===== src/sv/rbc_pkg.sv =====
// ----------------------------------------------------------------------------
// rbc_pkg
// Types and constants of the reconnect backoff controller.
// ----------------------------------------------------------------------------
`timescale 1ns / 1ps

package rbc_pkg;

    typedef enum logic [2:0] {
        MODE_OFF        = 3'd0,
        MODE_NOLINK     = 3'd1,
        MODE_CONNECTING = 3'd2,
        MODE_CONNECTED  = 3'd3,
        MODE_BACKOFF    = 3'd4,
        MODE_AUTHSTOP   = 3'd5
    } t_mode;

    typedef enum logic [1:0] {
        FAIL_NONE  = 2'd0,
        FAIL_ENV   = 2'd1,
        FAIL_CRED  = 2'd2,
        FAIL_PROTO = 2'd3
    } t_fail;

    typedef enum logic [1:0] {
        REQ_POLL    = 2'd0,
        REQ_OUTCOME = 2'd1,
        REQ_RETRY   = 2'd2,
        REQ_STOP    = 2'd3
    } t_req;

    typedef enum logic [1:0] {
        CFG_ENABLE       = 2'd0,
        CFG_AUTH_LIMIT   = 2'd1,
        CFG_BACKOFF_INIT = 2'd2,
        CFG_BACKOFF_MAX  = 2'd3
    } t_cfg_idx;

    localparam int unsigned CFG_IDX_W = 2;
    localparam int unsigned DATA_W    = 32;
    localparam int unsigned SECS_W    = 23;

    // floor(x / 1000) == (x * DIV_MAGIC) >> DIV_SHIFT for every 32-bit x
    localparam int unsigned      MAGIC_W   = 29;
    localparam logic [MAGIC_W-1:0] DIV_MAGIC = 29'd274877907;
    localparam int unsigned      DIV_SHIFT = 38;
    localparam int unsigned      PROD_W    = DATA_W + MAGIC_W;

    typedef struct packed {
        logic attempt;
        logic drop;
        logic offline;
        logic online;
    } t_cmds;

    typedef struct packed {
        t_mode              mode;
        t_cmds              cmds;
        t_fail              fail;
        logic [DATA_W-1:0]  delay;
    } t_rslt;

endpackage


===== src/sv/reconnect_backoff_controller.sv =====
// ----------------------------------------------------------------------------
// reconnect_backoff_controller
// Session reconnect controller with credential limit and doubling backoff.
// ----------------------------------------------------------------------------
// Channel  Dir  Handshake          Payload
// item     in   i_valid / o_stall  req_type, now_ms, link, session, outcome
// result   out  o_valid / i_stall  mode, commands, failure kind, delay, secs
// config   in   i_cfg_wr           i_cfg_idx, i_cfg_data
//
// One item per cycle while the result side does not stall.
// Session state updates at the input transfer; the seconds-left value goes
// through a subtract stage and a reciprocal-multiply stage (divide by 1000).
// A stalled result holds the whole pipeline, and o_stall follows it.
// Synchronous reset loads the register defaults and the no-link mode.
// ----------------------------------------------------------------------------
`timescale 1ns / 1ps

module reconnect_backoff_controller #(
    parameter int TIME_BITS = 32
) (
    input  logic                          i_clk,
    input  logic                          i_rst_n,
    input  logic                          i_valid,
    output logic                          o_stall,
    input  logic [1:0]                    i_req_type,
    input  logic [31:0]                   i_now_ms,
    input  logic                          i_link_online,
    input  logic                          i_session_up,
    input  logic                          i_connect_ok,
    input  logic signed [7:0]             i_connect_code,
    output logic                          o_valid,
    input  logic                          i_stall,
    output logic [2:0]                    o_link_state,
    output logic                          o_attempt_connect,
    output logic                          o_drop_session,
    output logic                          o_send_offline,
    output logic                          o_came_online,
    output logic [1:0]                    o_failure_kind,
    output logic [31:0]                   o_retry_delay_ms,
    output logic [rbc_pkg::SECS_W-1:0]    o_retry_seconds_left,
    input  logic                          i_cfg_wr,
    input  logic [rbc_pkg::CFG_IDX_W-1:0] i_cfg_idx,
    input  logic [rbc_pkg::DATA_W-1:0]    i_cfg_data
);
    import rbc_pkg::*;

    localparam int CW = (TIME_BITS > DATA_W) ? TIME_BITS : DATA_W;

    logic                 w_adv;
    logic                 w_accept;
    t_rslt                w_rslt;
    logic                 w_bk;
    logic [TIME_BITS-1:0] w_el;
    logic [CW-1:0]        w_el_x;
    logic [CW-1:0]        w_dly_x;
    logic [CW-1:0]        w_gap;
    logic [DATA_W-1:0]    w_diff;
    logic [PROD_W-1:0]    w_prod;

    logic                 r_v1, n_v1;
    logic                 r_v2, n_v2;
    logic                 r_v3, n_v3;
    t_rslt                r_rs1, r_rs2, r_rs3;
    logic                 r_bk1;
    logic [TIME_BITS-1:0] r_el1;
    logic [DATA_W-1:0]    r_diff2;
    logic [SECS_W-1:0]    r_secs3;

    assign w_adv    = !(r_v3 && i_stall);
    assign o_stall  = !w_adv;
    assign w_accept = i_valid && w_adv;

    rbc_core #(
        .TIME_BITS (TIME_BITS)
    ) u_core (
        .i_clk          (i_clk),
        .i_rst_n        (i_rst_n),
        .i_accept       (w_accept),
        .i_req_type     (i_req_type),
        .i_now_ms       (i_now_ms),
        .i_link_online  (i_link_online),
        .i_session_up   (i_session_up),
        .i_connect_ok   (i_connect_ok),
        .i_connect_code (i_connect_code),
        .i_cfg_wr       (i_cfg_wr),
        .i_cfg_idx      (i_cfg_idx),
        .i_cfg_data     (i_cfg_data),
        .o_rslt         (w_rslt),
        .o_in_backoff   (w_bk),
        .o_elapsed      (w_el)
    );

    // stage 2: time left until the retry
    assign w_el_x  = CW'(r_el1);
    assign w_dly_x = CW'(r_rs1.delay);
    assign w_gap   = w_dly_x - w_el_x;
    assign w_diff  = (r_bk1 && w_el_x < w_dly_x) ? w_gap[DATA_W-1:0] : '0;

    // stage 3: whole seconds
    assign w_prod  = PROD_W'(r_diff2) * PROD_W'(DIV_MAGIC);

    assign n_v1 = w_accept;
    assign n_v2 = r_v1;
    assign n_v3 = r_v2;

    always_ff @(posedge i_clk) begin
        if (!i_rst_n) begin
            r_v1 <= 1'b0;
            r_v2 <= 1'b0;
            r_v3 <= 1'b0;
        end else if (w_adv) begin
            r_v1 <= n_v1;
            r_v2 <= n_v2;
            r_v3 <= n_v3;
        end
    end

    always_ff @(posedge i_clk) begin
        if (w_adv) begin
            r_rs1   <= w_rslt;
            r_bk1   <= w_bk;
            r_el1   <= w_el;
            r_rs2   <= r_rs1;
            r_diff2 <= w_diff;
            r_rs3   <= r_rs2;
            r_secs3 <= w_prod[DIV_SHIFT +: SECS_W];
        end
    end

    assign o_valid              = r_v3;
    assign o_link_state         = r_rs3.mode;
    assign o_attempt_connect    = r_rs3.cmds.attempt;
    assign o_drop_session       = r_rs3.cmds.drop;
    assign o_send_offline       = r_rs3.cmds.offline;
    assign o_came_online        = r_rs3.cmds.online;
    assign o_failure_kind       = r_rs3.fail;
    assign o_retry_delay_ms     = r_rs3.delay;
    assign o_retry_seconds_left = r_secs3;

endmodule


===== src/sv/rbc_core.sv =====
// ----------------------------------------------------------------------------
// rbc_core
// Configuration and session state; next-state logic for one transfer.
// ----------------------------------------------------------------------------
`timescale 1ns / 1ps

module rbc_core #(
    parameter int TIME_BITS = 32
) (
    input  logic                        i_clk,
    input  logic                        i_rst_n,
    input  logic                        i_accept,
    input  logic [1:0]                  i_req_type,
    input  logic [31:0]                 i_now_ms,
    input  logic                        i_link_online,
    input  logic                        i_session_up,
    input  logic                        i_connect_ok,
    input  logic signed [7:0]           i_connect_code,
    input  logic                        i_cfg_wr,
    input  logic [rbc_pkg::CFG_IDX_W-1:0] i_cfg_idx,
    input  logic [rbc_pkg::DATA_W-1:0]  i_cfg_data,
    output rbc_pkg::t_rslt              o_rslt,
    output logic                        o_in_backoff,
    output logic [TIME_BITS-1:0]        o_elapsed
);
    import rbc_pkg::*;

    logic                 r_en,    n_en;
    logic [7:0]           r_limit, n_limit;
    logic [DATA_W-1:0]    r_init,  n_init;
    logic [DATA_W-1:0]    r_max,   n_max;
    t_mode                r_mode,  n_mode;
    logic [DATA_W-1:0]    r_delay, n_delay;
    logic [TIME_BITS-1:0] r_last,  n_last;
    logic [7:0]           r_cnt,   n_cnt;
    t_fail                r_fail,  n_fail;

    logic [TIME_BITS-1:0] w_now;
    logic [TIME_BITS-1:0] w_el_old;
    logic [DATA_W:0]      w_dbl;
    logic [DATA_W-1:0]    w_delay_up;
    logic [7:0]           w_cnt_inc;

    function automatic t_fail classify(input logic [7:0] code);
        t_fail k;
        case (code) inside
            8'hFC, 8'hFD, 8'hFE, 8'hFF, 8'h03: k = FAIL_ENV;
            8'h04, 8'h05:                      k = FAIL_CRED;
            8'h01, 8'h02:                      k = FAIL_PROTO;
            default:                           k = FAIL_NONE;
        endcase
        return k;
    endfunction

    assign w_now      = TIME_BITS'(i_now_ms);
    assign w_el_old   = w_now - r_last;
    assign w_dbl      = {r_delay, 1'b0};
    assign w_delay_up = (r_delay == '0) ? r_init :
                        (w_dbl > {1'b0, r_max}) ? r_max : w_dbl[DATA_W-1:0];
    assign w_cnt_inc  = (r_cnt == 8'hFF) ? r_cnt : r_cnt + 8'd1;

    always_comb begin
        t_mode m0;
        t_cmds cmds;
        logic  esc;
        logic  esc_now;
        t_fail why;

        n_en    = r_en;
        n_limit = r_limit;
        n_init  = r_init;
        n_max   = r_max;
        n_mode  = r_mode;
        n_delay = r_delay;
        n_last  = r_last;
        n_cnt   = r_cnt;
        n_fail  = r_fail;
        m0      = r_en ? r_mode : MODE_OFF;
        cmds    = '0;
        esc     = 1'b0;
        esc_now = 1'b0;
        why     = FAIL_NONE;

        if (i_cfg_wr) begin
            unique case (t_cfg_idx'(i_cfg_idx))
                CFG_ENABLE: begin
                    n_en = i_cfg_data[0];
                    if (!i_cfg_data[0]) begin
                        n_mode = MODE_OFF;
                    end else if (!r_en || r_mode == MODE_OFF) begin
                        n_mode  = MODE_NOLINK;
                        n_delay = '0;
                        n_last  = '0;
                        n_cnt   = '0;
                    end
                end
                CFG_AUTH_LIMIT:   n_limit = i_cfg_data[7:0];
                CFG_BACKOFF_INIT: n_init  = i_cfg_data;
                CFG_BACKOFF_MAX:  n_max   = i_cfg_data;
            endcase
        end else if (i_accept) begin
            n_mode = m0;
            unique case (t_req'(i_req_type))
                REQ_POLL: begin
                    if (m0 == MODE_OFF) begin
                        n_mode = m0;
                    end else if (!i_link_online) begin
                        cmds.drop = i_session_up;
                        if (m0 != MODE_AUTHSTOP) begin
                            n_mode = MODE_NOLINK;
                        end
                    end else if (i_session_up) begin
                        n_mode = m0;
                    end else if (m0 == MODE_CONNECTED) begin
                        esc     = 1'b1;
                        esc_now = 1'b1;
                        why     = FAIL_ENV;
                    end else if (m0 != MODE_AUTHSTOP && m0 != MODE_CONNECTING) begin
                        // coming from no link the delay is cleared, so it always attempts
                        if (m0 == MODE_NOLINK || r_delay == '0 ||
                            w_el_old >= TIME_BITS'(r_delay) &&
                            (TIME_BITS >= DATA_W || r_delay < (DATA_W'(1) << TIME_BITS))) begin
                            n_last       = w_now;
                            n_mode       = MODE_CONNECTING;
                            cmds.attempt = 1'b1;
                        end
                        if (m0 == MODE_NOLINK) begin
                            n_delay = '0;
                        end
                    end
                end
                REQ_OUTCOME: begin
                    if (m0 == MODE_CONNECTING) begin
                        if (i_connect_ok) begin
                            n_delay     = '0;
                            n_cnt       = '0;
                            n_fail      = FAIL_NONE;
                            n_mode      = MODE_CONNECTED;
                            cmds.online = 1'b1;
                        end else begin
                            esc = 1'b1;
                            why = classify($unsigned(i_connect_code));
                        end
                    end
                end
                REQ_RETRY: begin
                    if (m0 != MODE_OFF) begin
                        n_cnt   = '0;
                        n_delay = '0;
                        n_last  = '0;
                        n_fail  = FAIL_NONE;
                        n_mode  = MODE_NOLINK;
                    end
                end
                REQ_STOP: begin
                    cmds.offline = i_session_up;
                    cmds.drop    = i_session_up;
                    n_delay      = '0;
                    n_cnt        = '0;
                    n_mode       = r_en ? MODE_NOLINK : MODE_OFF;
                end
            endcase

            if (esc) begin
                n_fail = why;
                if (esc_now) begin
                    n_last = w_now;
                end
                if (why == FAIL_CRED) begin
                    n_cnt = w_cnt_inc;
                end else begin
                    n_cnt = '0;
                end
                if (why == FAIL_CRED && w_cnt_inc >= r_limit) begin
                    n_mode = MODE_AUTHSTOP;
                end else begin
                    n_delay = w_delay_up;
                    n_mode  = MODE_BACKOFF;
                end
            end
        end

        o_rslt.mode  = n_mode;
        o_rslt.cmds  = cmds;
        o_rslt.fail  = n_fail;
        o_rslt.delay = n_delay;
        o_in_backoff = (n_mode == MODE_BACKOFF) && (n_delay != '0);
        // an escalation stamped with this item's time has no elapsed time yet
        o_elapsed    = esc_now ? '0 : w_el_old;
    end

    always_ff @(posedge i_clk) begin
        if (!i_rst_n) begin
            r_en    <= 1'b1;
            r_limit <= 8'd3;
            r_init  <= 32'd1000;
            r_max   <= 32'd60000;
            r_mode  <= MODE_NOLINK;
            r_delay <= '0;
            r_last  <= '0;
            r_cnt   <= '0;
            r_fail  <= FAIL_NONE;
        end else begin
            r_en    <= n_en;
            r_limit <= n_limit;
            r_init  <= n_init;
            r_max   <= n_max;
            r_mode  <= n_mode;
            r_delay <= n_delay;
            r_last  <= n_last;
            r_cnt   <= n_cnt;
            r_fail  <= n_fail;
        end
    end

endmodule


===== config.mk =====
export PLATFORM = sky130hd
export DESIGN_NAME = reconnect_backoff_controller
export DESIGN_NICKNAME = d
export VERILOG_FILES = /design/src/sv/rbc_pkg.sv /design/src/sv/reconnect_backoff_controller.sv /design/src/sv/rbc_core.sv
export SDC_FILE = /design/constraint.sdc
export NUM_CORES = 2
export LEC_CHECK = 0
export BUFFER_PORTS_ARGS = -buffer_cell sky130_fd_sc_hd__buf_2
export CORE_MARGIN = 2
export CORE_UTILIZATION = 60
export DETAILED_ROUTE_END_ITERATION = 8
export GPL_ROUTABILITY_DRIVEN = 0
export HOLD_SLACK_MARGIN = 0.05
export PLACE_DENSITY = 0.81
export SETUP_SLACK_MARGIN = 0.1
export SLEW_MARGIN = 5
export SYNTH_ARGS = -nofsm -noshare
export SYNTH_HDL_FRONTEND = slang
export SYNTH_HIERARCHICAL = 1
export SYNTH_SLANG_ARGS = --single-unit
export TNS_END_PERCENT = 10

===== constraint.sdc =====
create_clock -name i_clk -period 17.8 [get_ports i_clk]
set_clock_uncertainty 0.15 [all_clocks]
set_input_delay 0.89 -clock i_clk [delete_from_list [all_inputs] [get_ports i_clk]]
set_output_delay 0.89 -clock i_clk [all_outputs]
set_load 0.03 [all_outputs]

After elaboration in Yosys (flattened, before gate mapping):

Index checks and enable logic that the tools add are counted.

* add/sub/neg operators: 3
* $mul: 1
* magnitude comparators: 4
* eq/ne operators: 29
* muxes and demuxes: 104
* bitwise logic cells: 7
* reduce and logical (&&, ||, !) cells: 33

Operator list (count)
* two-way mux 32 bit: 32
* one-hot mux 32 bit (4 select lines): 1
* two-way mux 8 bit: 11
* one-hot mux 32 bit (2 select lines): 1
* subtractor 32 bit: 2
* multiplier 32 x 29 -> 61 bit (second input constant): 1
* two-way mux 3 bit: 17
* equality test 8 bit (second input constant): 5
* > comparator 33 x 32 -> 1 bit: 1
* greater-or-equal comparator 32 bit: 1
* logical NOT 32 bit: 1
* < comparator 32 bit: 1
* two-way mux 2 bit: 16
* nonzero test 32 bit: 1
* one-hot mux 8 bit (3 select lines): 1
* two-way mux 1 bit: 20
* equality test 8 x 2 -> 1 bit (second input constant): 2
* equality test 8 x 3 -> 1 bit (second input constant): 2
* one-hot mux 3 bit (4 select lines): 1
* equality test 2 bit (second input constant): 5
* adder 8 x 1 -> 8 bit (second input constant): 1
* equality test 8 x 1 -> 1 bit (second input constant): 1
* greater-or-equal comparator 8 bit: 1
* inequality test 4 x 2 -> 1 bit (second input constant): 2
* 27 further kinds: 54

* register bits after elaboration: 364
* output and inout port bits: 66

Logic depth before layout (Yosys ltp):

* word-level depth: 18
* depth in mapped cells: 27

By module:

The synthesis kept the hierarchy.

Modules (own cells, without submodules)
* reconnect_backoff_controller: instances 1, cells an instance 2050, area each 23122.2 um^2, seq. area each 6396.1 um^2
* rbc_core: instances 1, cells an instance 1309, area each 10382.5 um^2, seq. area each 3002.9 um^2

Worst setup path before layout:

No wires, ideal clock.

* kind: input -> register
* start: input i_stall
* end: register r_bk1 (data pin)
* arrival: 7751 ps
* required time: 17374 ps
* setup slack: 9623 ps
* cell stages on the path: 14
* path through: nand2_1 and2_1 inv_1 nor2_1 a41oi_1 a31oi_1 a21oi_2 clkbuf_1 a22o_1 a221o_1 nor4_1 nand4_1 nor2_1 nor4b_1

RTL lines
* start: declaration: RTL line reconnect_backoff_controller.sv:32 `input logic i_stall,`
* end signal: assignment: RTL line reconnect_backoff_controller.sv:121 `r_bk1 <= w_bk;`
* end: declaration: RTL line reconnect_backoff_controller.sv:64 `logic r_bk1;`

Worst setup path after layout:

* start: register r_diff2[17]
* end: register r_secs3[8] (netlist: o_retry_seconds_left[8]) (data pin)

* word-level cells in the longest chain between the ends: 1

RTL lines
* start: declaration: RTL line reconnect_backoff_controller.sv:66 `logic [DATA_W-1:0] r_diff2;`
* start signal: assignment: RTL line reconnect_backoff_controller.sv:124 `r_diff2 <= w_diff;`
* multiplier 32 x 29 -> 61 bit: RTL line reconnect_backoff_controller.sv:100 `assign w_prod = PROD_W'(r_diff2) * PROD_W'(DIV_MAGIC);`
* via w_prod[46]: RTL line reconnect_backoff_controller.sv:58 `logic [PROD_W-1:0] w_prod;`
* end signal: assignment: RTL line reconnect_backoff_controller.sv:126 `r_secs3 <= w_prod[DIV_SHIFT +: SECS_W];`
* end: declaration: RTL line reconnect_backoff_controller.sv:67 `logic [SECS_W-1:0] r_secs3;`

The timed path passes the listed nets, and every way through them passes these cells.
A chain may end at the register's enable or synchronous reset.

==> impl_results.rst <==
.. list-table::
   :header-rows: 1

   * - Metric
     - Value
   * - Design Area, Final
     - roughly 0.036 mm2
   * - First element of the critical path
     - r_diff2[17]
   * - Remaining max-slew budget at the tightest pin
     - 0.2610
   * - Router iterations before antenna repair
     - 6
   * - Cells on worst reg2reg path
     - 22
   * - Worst hold path class
     - flip-flop to flip-flop
   * - Number of DRC markers in iteration 0
     - between 1500 and 2000
   * - Clock slew seen by the registers of the worst setup and hold paths
     - approximately 0.060 ns
   * - Global-route wire length before repair
     - roughly 130 mm
   * - Placed cell area
     - between 0.03 and 0.04 mm2
   * - Initial antenna violation count
     - 0
   * - Initial Utilization
     - 0.6070
   * - Adder and majority gate portion of the synthesized area
     - 0.3764
   * - Count of buffer and inverter cells on the critical path
     - 4
   * - Most numerous cell on the critical path
     - sky130_fd_sc_hd__fa_1
   * - Number of global-route vias before repair
     - ~25000
   * - Longest Clk Path Bufs
     - 3
   * - Tcrit/Tclk final
     - 0.4303
   * - Post-CTS setup buffer count
     - 0
   * - Overall via count from detail_route
     - 24600
   * - Post-synthesis cell type count
     - between 90 and 100
   * - Post-synth EDFFs
     - 211
   * - Worst setup path end
     - o_retry_seconds_left[8]
   * - Kind of capture point of the worst setup path
     - flip-flop
   * - Post-synth top flop
     - sky130_fd_sc_hd__edfxtp_1
   * - RSZ-0062 raised after global routing
     - no
   * - F_max
     - between 100 and 150 MHz
   * - Number of clock sinks
     - around 360
   * - Worst flop-to-flop path startpoint
     - r_diff2[17]
   * - Most common cell after layout, fill and taps aside
     - sky130_fd_sc_hd__inv_1
   * - Die extent in y
     - between 200 and 250 um
   * - Width of the die
     - ~240 um
   * - Main combinational cell family by area after synthesis
     - adder cells
   * - Share of the yosys chip area belonging to registers
     - 0.2805
   * - Full die area
     - between 0.05 and 0.06 mm2
   * - Final max-slew violation count
     - 0
   * - WS Path Type
     - flip-flop to flip-flop
   * - Launching element type of the critical path
     - flip-flop
   * - Cell with the largest stage delay on the worst path
     - sky130_fd_sc_hd__edfxtp_1
   * - Yosys warnings
     - 6
   * - Count of hold buffers inserted by post-cts repair
     - 0
   * - FF-to-FF End
     - o_retry_seconds_left[8]
   * - Std cell rows
     - between 80 and 90
   * - Average instance area after synthesis
     - around 10 um2
   * - Crit path max fanout
     - 10
   * - Share of synthesized registers carrying an async set or reset
     - 0
   * - CTS tree
     - built
   * - Total chip power
     - roughly 2.3 mW
   * - Nets
     - ~4400
   * - Cells resized by post-CTS repair
     - 0
   * - Fraction of the mapped netlist area in compound gates
     - 0.1289
   * - Number of buffers created by CTS
     - 40
   * - WL/cell
     - 19.49 um
   * - Hold Vio Cnt, Final
     - 0
   * - Total routed wirelength
     - around 83 mm
   * - Max rail drop VDD
     - between 0.00006 and 0.00007 V
   * - Half-perimeter wire length after detailed placement
     - approximately 66 mm
   * - Antenna fix cells
     - 0
   * - Clock latency of the later-clocked register in the worst-skew pair
     - about 0.58 ns
   * - Series of cell instances along the critical path
     - ha_1 > fa_1 > fa_1 > inv_1 > fa_1 > inv_1 > fa_1 > fa_1 > fa_1 > inv_1 > fa_1 > inv_1 > ha_1 > a21oi_1 > o21ai_1 > a221oi_1 > nor2_1 > nor4_1 > o21ai_1 > a21oi_1 > o21ai_1 > xor2_1
   * - Grt total ovfl
     - 0
   * - Post-detailed-route count of antenna-violating nets
     - 0
   * - Quantity of I/O buffers inserted on ports
     - 149
   * - Pwr dens
     - between 60 and 70 mW/mm2
   * - Count of max-cap constraint violations
     - 0
   * - Number of placed I/O pins
     - 150
   * - Post-layout worst setup margin
     - around 10 ns
   * - Post-synthesis register bit count
     - between 300 and 400
   * - Post-Synthesis Cells
     - ~3400
   * - Share of post-route cells with drive strength above 1
     - 0.07543
   * - Required time reported for the critical path endpoint
     - approximately 18 ns
   * - Final setup violation count
     - 0
   * - Top library cells by usage in the layout, fill and taps aside
     - 690 x sky130_fd_sc_hd__inv_1, 528 x sky130_fd_sc_hd__ha_1, 300 x sky130_fd_sc_hd__fa_1, 220 x sky130_fd_sc_hd__nand2_1, 211 x sky130_fd_sc_hd__edfxtp_1
   * - Xor/xnor cell area share of the yosys netlist
     - 0.01934
   * - Total negative slack for setup checks
     - 0 ns
   * - Worst Tran Pin Value
     - approximately 1.1 ns
   * - DRC errors left
     - 0
   * - Area share of and/or/nand/nor cells after synthesis
     - 0.1024
   * - Status
     - finished clean
   * - Post-synthesis instance area
     - between 0.03 and 0.04 mm2
   * - Largest net degree at the start of global routing
     - between 150 and 200
   * - Crit-path leading delay family
     - adder cells
   * - Data arrival time at the worst-slack endpoint
     - 7.82 ns
   * - Clock Root Buffer
     - sky130_fd_sc_hd__clkbuf_16
   * - Share of synthesized area spent on multiplexers
     - 0.004817
   * - Static Leak
     - around 19 nW
   * - Fillers
     - around 4300
   * - Overall track demand over capacity in global routing
     - 0.2934
   * - Delay of the slowest critical-path stage
     - 0.75 ns
   * - Final critical-path required period
     - between 7 and 8 ns
   * - Total number of H-tree levels
     - 2
   * - Signed area change from the synthesized netlist to the final layout
     - 8.447%
   * - Number of logic stages on the critical path including buffering
     - 22
   * - Core region area
     - 0.05520 mm2
   * - Place WS
     - 10.26 ns
   * - Via density per instance
     - 5.774
   * - Register-to-register path setup slack
     - just over 10 ns
   * - Number of nets in the synthesized netlist
     - about 4300
worst min path at each step:
stage	endpoint	from	slack, ns	cells past startpoint
global placement	o_came_online	r_rs2[34]	0.25	0
floorplan	o_attempt_connect	r_rs2[37]	0.25	0
CTS	o_retry_delay_ms[15]	r_rs2[15]	0.26	0
finish	o_retry_delay_ms[5]	r_rs2[5]	0.27	0
detailed placement	o_drop_session	r_rs2[36]	0.25	0
global route	o_retry_delay_ms[10]	r_rs2[10]	0.27	0
where the power goes:
part           internal, mW  switching [mW]
registers             0.929          0.0242
clock network         0.513           0.364
logic                 0.197           0.320
per-layer routing:
layer  share of wire  track usage  up-vias
met5               0            0        -
met4           0.056       0.1511        0
met3           0.065      0.04466      240
met2            0.48       0.5018      882
met1            0.40       0.3602    11860
li1                -            -    11620
state kept, by name (all words and copies together) (netlist names), 9 cells and up:
register,count
u_core/r_last,32
u_core/r_init,32
u_core/r_delay,32
r_el1,32
u_core/r_max,32
r_diff2,32
o_retry_delay_ms,32
o_retry_seconds_left,23
w_dly_x,32
r_rs1,9
r_rs2,41
cell type report:
class	instances	area [um2]	area share
inverters	690	2590	0.07128
clock buffers	53	1129	0.03106
flip-flops and latches	364	9399	0.2587
multi-input cells	2228	21190	0.5832
clock inverters	21	274.0	0.007541
well taps	748	935.9	0.02576
repair buffers	157	818.3	0.02252
cell usage after synthesis, types with 5 or more instances:
master | n | area share
sky130_fd_sc_hd__inv_1 | 690 | 0.077
sky130_fd_sc_hd__ha_1 | 528 | 0.20
sky130_fd_sc_hd__fa_1 | 300 | 0.18
sky130_fd_sc_hd__nand2_1 | 221 | 0.025
sky130_fd_sc_hd__edfxtp_1 | 211 | 0.19
sky130_fd_sc_hd__dfxtp_1 | 153 | 0.091
sky130_fd_sc_hd__a21oi_1 | 142 | 0.021
sky130_fd_sc_hd__nor2_1 | 132 | 0.015
sky130_fd_sc_hd__o21ai_0 | 84 | 0.013
sky130_fd_sc_hd__and2_1 | 78 | 0.015
sky130_fd_sc_hd__a21o_1 | 66 | 0.015
sky130_fd_sc_hd__clkbuf_1 | 61 | 0.0068
sky130_fd_sc_hd__nand3_1 | 60 | 0.0090
sky130_fd_sc_hd__a21boi_0 | 57 | 0.013
sky130_fd_sc_hd__a22o_1 | 57 | 0.015
sky130_fd_sc_hd__xnor2_1 | 46 | 0.012
sky130_fd_sc_hd__nand4_1 | 37 | 0.0069
sky130_fd_sc_hd__nor3_1 | 33 | 0.0049
sky130_fd_sc_hd__xor2_1 | 28 | 0.0073
sky130_fd_sc_hd__nor2b_1 | 27 | 0.0050
sky130_fd_sc_hd__a221o_1 | 24 | 0.0072
sky130_fd_sc_hd__nor4_1 | 24 | 0.0045
sky130_fd_sc_hd__o21a_1 | 21 | 0.0047
sky130_fd_sc_hd__a211oi_1 | 19 | 0.0043
sky130_fd_sc_hd__and3_1 | 18 | 0.0034
sky130_fd_sc_hd__o211ai_1 | 18 | 0.0040
sky130_fd_sc_hd__o21bai_1 | 18 | 0.0040
sky130_fd_sc_hd__o21ai_1 | 16 | 0.0024
sky130_fd_sc_hd__mux2i_1 | 15 | 0.0045
sky130_fd_sc_hd__nand2b_1 | 14 | 0.0026
sky130_fd_sc_hd__or3_1 | 12 | 0.0022
sky130_fd_sc_hd__a31oi_1 | 11 | 0.0021
sky130_fd_sc_hd__buf_2 | 11 | 0.0016
sky130_fd_sc_hd__a22oi_1 | 10 | 0.0022
sky130_fd_sc_hd__a221oi_1 | 5 | 0.0013
sky130_fd_sc_hd__a41oi_1 | 5 | 0.0013
sky130_fd_sc_hd__o2111ai_1 | 5 | 0.0013
sky130_fd_sc_hd__or4_1 | 5 | 0.0011
stage by stage:
stage | instances | util | hold WS, ns
after global placement | 4187 | 0.6328 | 0.2516
after global routing | 4261 | 0.6582 | 0.2706
final | 4261 | 0.6582 | 0.2669
after CTS | 4261 | 0.6582 | 0.2598
after floorplan | 3359 | - | 0.2503
after detailed placement | 4187 | 0.6328 | 0.2545
cells by family after synthesis:
| kind of cell | after synthesis |
|---|---|
| xor gates and xnor gates | 74 |
| and+or+nand+nor | 693 |
| DFF | 364 |
| adders and majority gates | 828 |
| buffers and inverters | 767 |
| AOI/OAI and AO/OA | 617 |
| muxes | 16 |
Note: power is estimated with default switching activity, not from simulation.
